**src/hw/rtl/smsh_pkg.sv**
```systemverilog
// shared types and constants for the splitmix sequence hash unit
// mixing constants, request command format, mixer and sequencer types
// no dependencies
`default_nettype none

package smsh_pkg;

   // element counter widths
   localparam int COUNT_WIDTH_DEF = 16;
   localparam int COUNT_WIDTH_MAX = 32;
   localparam int COUNT_FIELD_W   = 16;
   localparam int WORD_W          = 64;

   // stream packing
   localparam int REQ_TDATA_W    = 88;
   localparam int RSP_TDATA_W    = 64;
   localparam int WORD_LSB       = 0;
   localparam int USE_PREFIX_BIT = 64;
   localparam int COUNT_LSB      = 65;

   // command queue between front and back
   localparam int QUEUE_DEPTH = 2;

   // splitmix64 constants, FNV offset seed and shift amounts
   localparam logic [WORD_W-1:0] GOLDEN_GAMMA = 64'h9e37_79b9_7f4a_7c15;
   localparam logic [WORD_W-1:0] MIX_MUL_A    = 64'hbf58_476d_1ce4_e5b9;
   localparam logic [WORD_W-1:0] MIX_MUL_B    = 64'h94d0_49bb_1331_11eb;
   localparam logic [WORD_W-1:0] FNV_SEED     = 64'hcbf2_9ce4_8422_2325;
   localparam int SHIFT_A    = 30;
   localparam int SHIFT_B    = 27;
   localparam int SHIFT_C    = 31;
   localparam int FOLD_SHIFT = 32;
   localparam int IDX_SHL    = 6;
   localparam int IDX_SHR    = 2;

   typedef enum logic {
      REQ_START = 1'b0,
      REQ_ELEM  = 1'b1
   } req_kind_type;

   // one classified request handed from front to back
   typedef struct packed {
      req_kind_type               kind;
      logic [WORD_W-1:0]          word;
      logic                       use_prefix;
      logic                       last;
      logic [COUNT_WIDTH_MAX-1:0] value;   // count on start, index on element
   } cmd_type;

   typedef struct packed {
      logic              start;
      logic [WORD_W-1:0] operand;
   } mix_req_type;

   typedef struct packed {
      logic              ready;
      logic              done;
      logic [WORD_W-1:0] result;
   } mix_rsp_type;

   typedef enum logic {
      MX_IDLE,
      MX_MUL
   } mix_state_type;

   typedef enum logic [2:0] {
      BK_IDLE,
      BK_PREFIX,
      BK_COUNT,
      BK_ELEM_MIX,
      BK_ELEM_FOLD,
      BK_FINAL,
      BK_OUT
   } back_state_type;

endpackage

`default_nettype wire

```
**src/hw/rtl/smsh_front.sv**
```systemverilog
// front end: accepts requests, tracks the open sequence and classifies items
// depends on smsh_pkg; feeds smsh_queue
`default_nettype none

module smsh_front #(
   parameter int COUNT_WIDTH = smsh_pkg::COUNT_WIDTH_DEF
) (
   input  wire logic                          clock,
   input  wire logic                          reset,
   input  wire logic                          req_tvalid,
   output logic                               req_tready,
   input  wire logic [smsh_pkg::REQ_TDATA_W-1:0] req_tdata,
   input  wire logic                          req_tuser,
   input  wire logic                          q_full,
   output logic                               q_push,
   output smsh_pkg::cmd_type                  q_data
);
   import smsh_pkg::*;

   localparam int CntBits = (COUNT_WIDTH < COUNT_FIELD_W) ? COUNT_WIDTH : COUNT_FIELD_W;

   logic                   active_ff, active_in;
   logic [COUNT_WIDTH-1:0] index_ff, index_in;
   logic [COUNT_WIDTH-1:0] expected_ff, expected_in;

   logic                   accept;
   req_kind_type           kind;
   logic [COUNT_WIDTH-1:0] cnt;
   logic [COUNT_WIDTH:0]   idx_inc;
   logic                   is_last;

   // request decode
   assign req_tready = !q_full;
   assign accept     = req_tvalid && !q_full;
   assign kind       = req_kind_type'(req_tuser);
   assign cnt        = COUNT_WIDTH'(req_tdata[COUNT_LSB +: CntBits]);
   assign idx_inc    = {1'b0, index_ff} + (COUNT_WIDTH+1)'(1);
   assign is_last    = idx_inc >= {1'b0, expected_ff};

   // sequence tracking and command build
   always_comb begin
      active_in   = active_ff;
      index_in    = index_ff;
      expected_in = expected_ff;
      q_push      = 1'b0;
      q_data.kind       = kind;
      q_data.word       = req_tdata[WORD_LSB +: WORD_W];
      q_data.use_prefix = req_tdata[USE_PREFIX_BIT];
      q_data.last       = 1'b0;
      q_data.value      = COUNT_WIDTH_MAX'(cnt);
      if (accept) begin
         if (kind == REQ_START) begin
            index_in    = '0;
            expected_in = cnt;
            active_in   = (cnt != '0);
            q_push      = 1'b1;
         end else if (active_ff) begin
            q_push       = 1'b1;
            q_data.value = COUNT_WIDTH_MAX'(index_ff);
            q_data.last  = is_last;
            index_in     = idx_inc[COUNT_WIDTH-1:0];
            if (is_last) begin
               active_in = 1'b0;
            end
         end
      end
   end

   always_ff @(posedge clock) begin
      if (reset) begin
         active_ff   <= 1'b0;
         index_ff    <= '0;
         expected_ff <= '0;
      end else begin
         active_ff   <= active_in;
         index_ff    <= index_in;
         expected_ff <= expected_in;
      end
   end

endmodule

`default_nettype wire

```
**src/hw/rtl/smsh_queue.sv**
```systemverilog
// short command queue that decouples the front end from the hash sequencer
// depends on smsh_pkg for the command type and depth
`default_nettype none

module smsh_queue (
   input  wire logic              clock,
   input  wire logic              reset,
   input  wire logic              push,
   input  wire smsh_pkg::cmd_type push_data,
   output logic                   full,
   input  wire logic              pop,
   output logic                   pop_valid,
   output smsh_pkg::cmd_type      pop_data
);
   import smsh_pkg::*;

   localparam int PtrW  = $clog2(QUEUE_DEPTH);
   localparam int FillW = $clog2(QUEUE_DEPTH + 1);

   cmd_type          entry_ff [QUEUE_DEPTH];
   logic [PtrW-1:0]  wr_ptr_ff, wr_ptr_in;
   logic [PtrW-1:0]  rd_ptr_ff, rd_ptr_in;
   logic [FillW-1:0] fill_ff, fill_in;
   logic             do_push, do_pop;

   // status
   assign full      = (fill_ff == FillW'(QUEUE_DEPTH));
   assign pop_valid = (fill_ff != '0);
   assign pop_data  = entry_ff[rd_ptr_ff];
   assign do_push   = push && !full;
   assign do_pop    = pop && pop_valid;

   // pointer and fill update
   always_comb begin
      wr_ptr_in = do_push ? PtrW'(wr_ptr_ff + 1'b1) : wr_ptr_ff;
      rd_ptr_in = do_pop ? PtrW'(rd_ptr_ff + 1'b1) : rd_ptr_ff;
      fill_in   = fill_ff;
      if (do_push && !do_pop) begin
         fill_in = FillW'(fill_ff + 1'b1);
      end else if (do_pop && !do_push) begin
         fill_in = FillW'(fill_ff - 1'b1);
      end
   end

   always_ff @(posedge clock) begin
      if (reset) begin
         wr_ptr_ff <= '0;
         rd_ptr_ff <= '0;
         fill_ff   <= '0;
      end else begin
         wr_ptr_ff <= wr_ptr_in;
         rd_ptr_ff <= rd_ptr_in;
         fill_ff   <= fill_in;
      end
   end

   // entry storage
   always_ff @(posedge clock) begin
      if (do_push) begin
         entry_ff[wr_ptr_ff] <= push_data;
      end
   end

endmodule

`default_nettype wire

```
**src/hw/rtl/smsh_mix.sv**
```systemverilog
// iterative splitmix64 finalizer on one shared 32x32 multiplier
// depends on smsh_pkg; each 64-bit product takes three partial products
`default_nettype none

module smsh_mix (
   input  wire logic                 clock,
   input  wire logic                 reset,
   input  wire smsh_pkg::mix_req_type mix_req,
   output smsh_pkg::mix_rsp_type     mix_rsp
);
   import smsh_pkg::*;

   localparam logic [1:0] STEP_LO   = 2'd0;
   localparam logic [1:0] STEP_HI_X = 2'd1;
   localparam logic [1:0] STEP_HI_K = 2'd2;

   mix_state_type     state_ff, state_in;
   logic              phase_ff, phase_in;
   logic [1:0]        step_ff, step_in;
   logic              done_ff, done_in;
   logic [WORD_W-1:0] x_ff, x_in;
   logic [WORD_W-1:0] acc_ff, acc_in;
   logic [WORD_W-1:0] result_ff, result_in;

   logic [WORD_W-1:0] pre_sum, pre_x, k, product, acc_next;
   logic [31:0]       mul_a, mul_b;

   // datapath: offset, shift-xor and one partial product
   assign pre_sum  = mix_req.operand + GOLDEN_GAMMA;
   assign pre_x    = pre_sum ^ (pre_sum >> SHIFT_A);
   assign k        = phase_ff ? MIX_MUL_B : MIX_MUL_A;
   assign mul_a    = (step_ff == STEP_HI_X) ? x_ff[63:32] : x_ff[31:0];
   assign mul_b    = (step_ff == STEP_HI_K) ? k[63:32] : k[31:0];
   assign product  = {32'b0, mul_a} * {32'b0, mul_b};
   assign acc_next = (step_ff == STEP_LO) ? product
                                          : {acc_ff[63:32] + product[31:0], acc_ff[31:0]};

   // next state
   always_comb begin
      state_in = state_ff;
      unique case (state_ff)
         MX_IDLE: begin
            if (mix_req.start) begin
               state_in = MX_MUL;
            end
         end
         MX_MUL: begin
            if (step_ff == STEP_HI_K && phase_ff) begin
               state_in = MX_IDLE;
            end
         end
         default: state_in = MX_IDLE;
      endcase
   end

   // datapath control
   always_comb begin
      phase_in  = phase_ff;
      step_in   = step_ff;
      done_in   = 1'b0;
      x_in      = x_ff;
      acc_in    = acc_ff;
      result_in = result_ff;
      unique case (state_ff)
         MX_IDLE: begin
            if (mix_req.start) begin
               x_in     = pre_x;
               phase_in = 1'b0;
               step_in  = STEP_LO;
            end
         end
         MX_MUL: begin
            acc_in  = acc_next;
            step_in = step_ff + 2'd1;
            if (step_ff == STEP_HI_K) begin
               step_in = STEP_LO;
               if (!phase_ff) begin
                  x_in     = acc_next ^ (acc_next >> SHIFT_B);
                  phase_in = 1'b1;
               end else begin
                  result_in = acc_next ^ (acc_next >> SHIFT_C);
                  done_in   = 1'b1;
               end
            end
         end
         default: begin
            step_in = STEP_LO;
         end
      endcase
   end

   always_ff @(posedge clock) begin
      if (reset) begin
         state_ff <= MX_IDLE;
         phase_ff <= 1'b0;
         step_ff  <= STEP_LO;
         done_ff  <= 1'b0;
      end else begin
         state_ff <= state_in;
         phase_ff <= phase_in;
         step_ff  <= step_in;
         done_ff  <= done_in;
      end
   end

   always_ff @(posedge clock) begin
      x_ff      <= x_in;
      acc_ff    <= acc_in;
      result_ff <= result_in;
   end

   assign mix_rsp.ready  = (state_ff == MX_IDLE);
   assign mix_rsp.done   = done_ff;
   assign mix_rsp.result = result_ff;

endmodule

`default_nettype wire

```
**src/hw/rtl/smsh_back.sv**
```systemverilog
// back end: sequences the mixes of each command and holds the running hash
// depends on smsh_pkg and smsh_mix; drives the response register
`default_nettype none

module smsh_back (
   input  wire logic                          clock,
   input  wire logic                          reset,
   input  wire logic                          cmd_valid,
   input  wire smsh_pkg::cmd_type             cmd,
   output logic                               cmd_pop,
   output logic                               rsp_tvalid,
   input  wire logic                          rsp_tready,
   output logic [smsh_pkg::RSP_TDATA_W-1:0]   rsp_tdata
);
   import smsh_pkg::*;

   back_state_type    state_ff, state_in;
   cmd_type           cmd_ff, cmd_in;
   logic [WORD_W-1:0] running_ff, running_in;
   logic [WORD_W-1:0] out_ff, out_in;
   logic              out_valid_ff, out_valid_in;
   logic              out_load;

   mix_req_type       mix_req;
   mix_rsp_type       mix_rsp;
   logic [WORD_W-1:0] idx64, elem_op, res;
   logic              out_free;

   smsh_mix u_mix (
      .clock   (clock),
      .reset   (reset),
      .mix_req (mix_req),
      .mix_rsp (mix_rsp)
   );

   // operand sources
   assign idx64    = WORD_W'(cmd.value);
   assign elem_op  = cmd.word + GOLDEN_GAMMA + (idx64 << IDX_SHL) + (idx64 >> IDX_SHR);
   assign res      = mix_rsp.result;
   assign out_free = !out_valid_ff || rsp_tready;

   // next state
   always_comb begin
      state_in = state_ff;
      unique case (state_ff)
         BK_IDLE: begin
            if (cmd_valid && mix_rsp.ready) begin
               if (cmd.kind == REQ_ELEM) begin
                  state_in = BK_ELEM_MIX;
               end else if (cmd.use_prefix) begin
                  state_in = BK_PREFIX;
               end else begin
                  state_in = BK_COUNT;
               end
            end
         end
         BK_PREFIX: begin
            if (mix_rsp.done) begin
               state_in = BK_COUNT;
            end
         end
         BK_COUNT: begin
            if (mix_rsp.done) begin
               state_in = (cmd_ff.value == '0) ? BK_FINAL : BK_IDLE;
            end
         end
         BK_ELEM_MIX: begin
            if (mix_rsp.done) begin
               state_in = BK_ELEM_FOLD;
            end
         end
         BK_ELEM_FOLD: begin
            if (mix_rsp.done) begin
               state_in = cmd_ff.last ? BK_FINAL : BK_IDLE;
            end
         end
         BK_FINAL: begin
            if (mix_rsp.done) begin
               state_in = BK_OUT;
            end
         end
         BK_OUT: begin
            if (out_free) begin
               state_in = BK_IDLE;
            end
         end
         default: state_in = BK_IDLE;
      endcase
   end

   // mixer launches, running hash and response load
   always_comb begin
      cmd_pop         = 1'b0;
      cmd_in          = cmd_ff;
      running_in      = running_ff;
      mix_req.start   = 1'b0;
      mix_req.operand = res;
      out_load        = 1'b0;
      unique case (state_ff)
         BK_IDLE: begin
            if (cmd_valid && mix_rsp.ready) begin
               cmd_pop       = 1'b1;
               cmd_in        = cmd;
               mix_req.start = 1'b1;
               if (cmd.kind == REQ_ELEM) begin
                  mix_req.operand = elem_op;
               end else if (cmd.use_prefix) begin
                  mix_req.operand = FNV_SEED ^ cmd.word;
               end else begin
                  mix_req.operand = FNV_SEED ^ WORD_W'(cmd.value);
               end
            end
         end
         BK_PREFIX: begin
            if (mix_rsp.done) begin
               mix_req.start   = 1'b1;
               mix_req.operand = res ^ WORD_W'(cmd_ff.value);
            end
         end
         BK_COUNT: begin
            if (mix_rsp.done) begin
               running_in      = res;
               mix_req.start   = (cmd_ff.value == '0);
               mix_req.operand = res + GOLDEN_GAMMA;
            end
         end
         BK_ELEM_MIX: begin
            if (mix_rsp.done) begin
               mix_req.start   = 1'b1;
               mix_req.operand = running_ff ^ res;
            end
         end
         BK_ELEM_FOLD: begin
            if (mix_rsp.done) begin
               running_in      = res;
               mix_req.start   = cmd_ff.last;
               mix_req.operand = res + GOLDEN_GAMMA;
            end
         end
         BK_OUT: begin
            out_load = out_free;
         end
         default: begin
            out_load = 1'b0;
         end
      endcase
   end

   // response register
   always_comb begin
      out_in       = out_ff;
      out_valid_in = out_valid_ff && !rsp_tready;
      if (out_load) begin
         out_in       = res ^ (res >> FOLD_SHIFT);
         out_valid_in = 1'b1;
      end
   end

   always_ff @(posedge clock) begin
      if (reset) begin
         state_ff     <= BK_IDLE;
         out_valid_ff <= 1'b0;
      end else begin
         state_ff     <= state_in;
         out_valid_ff <= out_valid_in;
      end
   end

   always_ff @(posedge clock) begin
      cmd_ff     <= cmd_in;
      running_ff <= running_in;
      out_ff     <= out_in;
   end

   assign rsp_tvalid = out_valid_ff;
   assign rsp_tdata  = out_ff;

`ifndef SYNTHESIS
   // a mix is only launched into an idle mixer
   assert property (@(posedge clock) disable iff (reset)
      mix_req.start |-> mix_rsp.ready)
      else $error("mix launched while mixer busy");

   // a finished mix only arrives while a mix is awaited
   assert property (@(posedge clock) disable iff (reset)
      mix_rsp.done |-> (state_ff != BK_IDLE && state_ff != BK_OUT))
      else $error("mix result with no mix pending");

   // a pending response is never overwritten
   assert property (@(posedge clock) disable iff (reset)
      out_load |-> (!out_valid_ff || rsp_tready))
      else $error("response register overwritten");
`endif

endmodule

`default_nettype wire

```
**src/hw/rtl/splitmix_sequence_hash_unit.sv**
```systemverilog
// top level of the splitmix sequence hash unit
// depends on smsh_pkg, smsh_front, smsh_queue and smsh_back
//
//   req channel: one request per handshake, tuser = kind (0 start, 1 element).
//   a start carries the prefix word, the prefix enable and the element count;
//   an element carries one 64-bit word. elements with no open sequence are
//   dropped; a start abandons any sequence in progress.
//   rsp channel: one 64-bit hash per finished sequence, after the last
//   announced element, or right after a start with a zero count.
//   every mix runs on one shared 32x32 multiplier, three partial products per
//   64-bit multiply, two multiplies per mix.
//   a request is registered in the queue before it reaches the back end.
//   an element holds the back end for two mixes, a start for one or two
//   (without or with prefix); the last adds a final mix and a response load.
//   requests enter at one per cycle into a 2-entry queue and stall only when
//   that queue is full.
//   reset closes any open sequence and empties the queue and response register.
//   while rsp_tready is low the response is held and the back end waits once
//   its next hash is ready; requests keep entering until the queue fills.
`default_nettype none

module splitmix_sequence_hash_unit #(
   parameter int COUNT_WIDTH = smsh_pkg::COUNT_WIDTH_DEF
) (
   input  wire logic                              clock,
   input  wire logic                              reset,
   input  wire logic                              req_tvalid,
   output logic                                   req_tready,
   // word [63:0], use_prefix [64], count [80:65], zero pad [87:81]
   input  wire logic [smsh_pkg::REQ_TDATA_W-1:0]  req_tdata,
   // req_type
   input  wire logic                              req_tuser,
   output logic                                   rsp_tvalid,
   input  wire logic                              rsp_tready,
   // hash [63:0]
   output logic [smsh_pkg::RSP_TDATA_W-1:0]       rsp_tdata
);
   import smsh_pkg::*;

   logic    q_full, q_push, q_valid, q_pop;
   cmd_type q_in, q_out;

   // front end
   smsh_front #(
      .COUNT_WIDTH (COUNT_WIDTH)
   ) u_front (
      .clock      (clock),
      .reset      (reset),
      .req_tvalid (req_tvalid),
      .req_tready (req_tready),
      .req_tdata  (req_tdata),
      .req_tuser  (req_tuser),
      .q_full     (q_full),
      .q_push     (q_push),
      .q_data     (q_in)
   );

   // command queue
   smsh_queue u_queue (
      .clock     (clock),
      .reset     (reset),
      .push      (q_push),
      .push_data (q_in),
      .full      (q_full),
      .pop       (q_pop),
      .pop_valid (q_valid),
      .pop_data  (q_out)
   );

   // hash sequencer
   smsh_back u_back (
      .clock      (clock),
      .reset      (reset),
      .cmd_valid  (q_valid),
      .cmd        (q_out),
      .cmd_pop    (q_pop),
      .rsp_tvalid (rsp_tvalid),
      .rsp_tready (rsp_tready),
      .rsp_tdata  (rsp_tdata)
   );

endmodule

`default_nettype wire

```
**config.mk**
```make
export PLATFORM = sky130hd
export DESIGN_NAME = splitmix_sequence_hash_unit
export DESIGN_NICKNAME = d
export VERILOG_FILES = /design/src/hw/rtl/smsh_pkg.sv /design/src/hw/rtl/smsh_front.sv /design/src/hw/rtl/smsh_queue.sv /design/src/hw/rtl/smsh_mix.sv /design/src/hw/rtl/smsh_back.sv /design/src/hw/rtl/splitmix_sequence_hash_unit.sv
export SDC_FILE = /design/constraint.sdc
export NUM_CORES = 2
export LEC_CHECK = 0
export ABC_AREA = 1
export BUFFER_PORTS_ARGS = -buffer_cell sky130_fd_sc_hd__buf_4
export CORE_MARGIN = 5
export CORE_UTILIZATION = 45
export DETAILED_ROUTE_END_ITERATION = 6
export GPL_ROUTABILITY_DRIVEN = 0
export PLACE_DENSITY_LB_ADDON = 0.12
export SLEW_MARGIN = 25
export SYNTH_ARGS = -nofsm -noshare
export SYNTH_HDL_FRONTEND = slang
export SYNTH_HIERARCHICAL = 1
export SYNTH_SLANG_ARGS = --single-unit
```
**constraint.sdc**
```tcl
create_clock -name clock -period 18.5 [get_ports clock]
set_clock_uncertainty 0.15 [all_clocks]
set_input_delay 3.7 -clock clock [delete_from_list [all_inputs] [get_ports clock]]
set_output_delay 3.7 -clock clock [all_outputs]
set_load 0.005 [all_outputs]
```
==> impl_metrics.yaml <==
finish:
  fin_nets: 10900
  finish.instance_area_sq_um: 80500
  drive_gt1_frac: 0.0805
  synthToLayoutAreaGrowth_pct: 7.15
  fillers: 16400
die:
  die_h_um: 419
  rows: 150
  ios: 159
  coreArea_sq_um: 167000
  dieArea_sq_um: 175000
  start_util: 0.451
  die_width_um: 419
timing:
  setup_viol: 0
  fin_crit_sh: 0.666
  worstMarginPinSlew_ps: 1100
  fin_setup_tns_ps: 0
  rsz0062_at_grt: "false"
  slew_headroom: 0.255
  fmax_mhz: 81.2
  hold_viol: 0
  finalCriticalPeriod_ps: 12320
  whs_ps: 327
  slew_violations: 0
clocking:
  tritoncts: "yes"
  clk_pin_slew_ps: 70
  post_cts_buffers: 0
  root_buffer: "clkbuf_16"
  cts_buffers: 69
  insertion_delay_ps: 670
  clock_path_buffers: 3
  clock-sinks: 598
  htreeDepth: 3
  cts_resized: 0
  hold_buffers: 0
routing:
  post_drt_wl_per_cell_um: 24.7
  drc: 68
  via_per_inst: 5.63
  finalWirelength_um: 289000
  via_count: 65900
  antenna_left: 0
  dr.pass1.iters: 7
  drt-initial-drc-count: 8696
worst_setup_path:
  cp_common_cell: "inv_1"
  crit_path_top_delay_cell: "nor2_1"
  worstPathMaxFanout: 48
  crit_arrival_ps: 12600
  cp.buffers_inverters: 14
  crit_family: "adder cells"
  reg2reg_slack_ps: 6180
  r2r_end: "u_back/u_mix/x_ff[63]$_DFFE_PP_"
  max_stage_delay_ps: 830
  crit_type: "reg2reg"
  worst-endpoint-required_ps: 18770
  rr_startpoint: "u_back/u_mix/step_ff[1]$_SDFFE_PP0P_"
  reg2reg_depth: 43
  endpoint_kind: "register"
  start_kind: "register"
global_routing:
  grt_max_degree: 74
  globalRouteOverflowTotal: 0
  track_usage: 0.325
  grt_pass1_vias: 62600
  antenna_found_initial: 8
  grt_pass1_wl_um: 419000
yosys:
  async_flop_share: 0
  synth_edf_count: 551
  ys_seq_area_frac: 0.233
  synth_cell_types: 77
  synth.avg_cell_area_sq_um: 7.95
  synth_area_leaders: "fa_1, edfxtp_1, nand2_1"
  synth-seq-cells: 598
  synthFlopType: "edfxtp_1"
  syn_inst: 9453
  yosysWarnings: 6
  synth_top_area_share: 0.226
  yosysTopAreaCell: "fa_1"
  syn_area_sq_um: 75200
placement:
  port_buffers: 151
  placed_area_sq_um: 78100
  dp.final_hpwl_um: 240000
min_path:
  hp-start: "u_front/expected_ff[15]$_SDFFE_PP0P_"
  worstHoldEndpoint: "u_front/expected_ff[15]$_SDFFE_PP0P_"
  min_path_type: "reg2reg"
  hold_depth: 2
run_status:
  violations: "DRC"
  status: "complete, but fails checks"
run:
  cap_violations: 0
[sequential cells by signal, summed over array words and instances (netlist names), 16 cells and up, named ones only]
signal / cells
u_back/u_mix/x_ff: 64
u_back/rsp_tdata: 64
u_back/u_mix/result_ff: 64
u_queue/entry_ff: 198
u_front/expected_ff: 16
u_back/u_mix/acc_ff: 64
u_back/running_ff: 64
u_back/cmd_ff: 33
u_front/index_ff: 16
[worst reg2reg max path: cells and delay by family (launching register included)]
family                     cells  cell delay (ps)
adders and majority gates     10             4550
xor gates and xnor gates       1              660
buffers and inverters         14             2110
DFF                            1              390
AOI/OAI and AO/OA              9             2340
and+or+nand+nor                9             1880
[cell usage in the layout (no fill, tap or decap), types with 70 or more instances in the layout]
master	count
o21ai_0	265
mux2_2	89
o21ai_1	71
nand2_1	1988
ha_1	504
buf_4	234
inv_1	1958
inv_2	75
nand4_1	77
nor3_1	72
xor2_1	131
a21oi_1	396
clkbuf_16	70
edfxtp_1	551
nand3_1	544
nor2_1	901
fa_1	848
[cells by family after synthesis]
| kind of cell | Yosys count | synth area share |
|---|---|---|
| fa+ha+maj | 1352 | 0.310 |
| simple gates | 3834 | 0.216 |
| compound gates | 1037 | 0.0807 |
| other cells | 2 | 0.0000999 |
| buf+inv | 2368 | 0.125 |
| mux | 99 | 0.0153 |
| flops | 598 | 0.233 |
| xor+xnor | 163 | 0.0197 |
[how the worst max path moves through the flow]
stage	from	to	slack, ps	cells past startpoint
2_1_floorplan	req_tvalid	u_queue/entry_ff[0][0]$_DFFE_PP_	9270	7
4_1_cts	u_back/u_mix/step_ff[1]$_SDFFE_PP0P_	u_back/u_mix/x_ff[63]$_DFFE_PP_	6320	43
5_1_grt	u_back/u_mix/step_ff[1]$_SDFFE_PP0P_	u_back/u_mix/x_ff[35]$_DFFE_PP_	5650	46
3_3_place_gp	u_back/u_mix/step_ff[0]$_SDFFE_PP0P_	u_back/u_mix/x_ff[63]$_DFFE_PP_	6360	41
6_report	u_back/u_mix/step_ff[1]$_SDFFE_PP0P_	u_back/u_mix/x_ff[63]$_DFFE_PP_	6180	43
3_5_place_dp	u_back/u_mix/step_ff[1]$_SDFFE_PP0P_	u_back/u_mix/x_ff[63]$_DFFE_PP_	6330	43
[metrics by stage]
stage          cells   util  setup WS [ps]
4_1_cts        11700  0.483           6320
3_3_place_gp   11600  0.468           6360
3_5_place_dp   11600  0.469           6330
6_report       11700  0.483           6180
2_1_floorplan   9468      -           9270
5_1_grt        11700  0.483           5650
[layout make-up]
| cell class | instances | area [sq um] | share of cell area |
|---|---|---|---|
| flip-flops and latches | 598 | 17500 | 0.217 |
| clock inverters | 47 | 624 | 0.00775 |
| inverters | 2041 | 7670 | 0.0952 |
| multi-input cells | 6502 | 48400 | 0.601 |
| repair buffers | 236 | 1810 | 0.0225 |
| diodes | 2 | 5.00 | 0.0000621 |
| clock buffers | 80 | 1790 | 0.0222 |
| well taps | 2204 | 2760 | 0.0342 |
[Yosys cell counts, drive strengths merged, types with 2 or more instances]
master,count
a32oi,5
o22ai,22
a21oi,415
edfxtp,551
nand4,77
a21boi,13
a31oi,35
o31ai,8
a31o,2
inv,2035
a21o,11
buf,221
o221ai,18
o311ai,6
xnor2,25
nor4,20
xor2,138
o2111ai,10
nand2,2044
o32ai,2
nand3,571
clkinv,6
nor3b,2
clkbuf,106
fa,848
conb,2
or2,31
o211ai,23
and2,5
nand3b,28
o21a,8
o21bai,43
ha,504
mux2,99
a22oi,18
a221oi,12
a211oi,19
nor2,978
dfxtp,47
o21ai,363
nor3,77
[layer usage]
metal	share of wire	global-route usage	wire length (um)
met4	0.051	0.131	14600
met2	0.42	0.474	121000
met3	0.12	0.0909	34600
met5	0.00088	0.00861	253
met1	0.41	0.455	119000
Power is not shown: default switching activity piles up to over one toggle a cycle in this logic, so the estimate is an artifact.
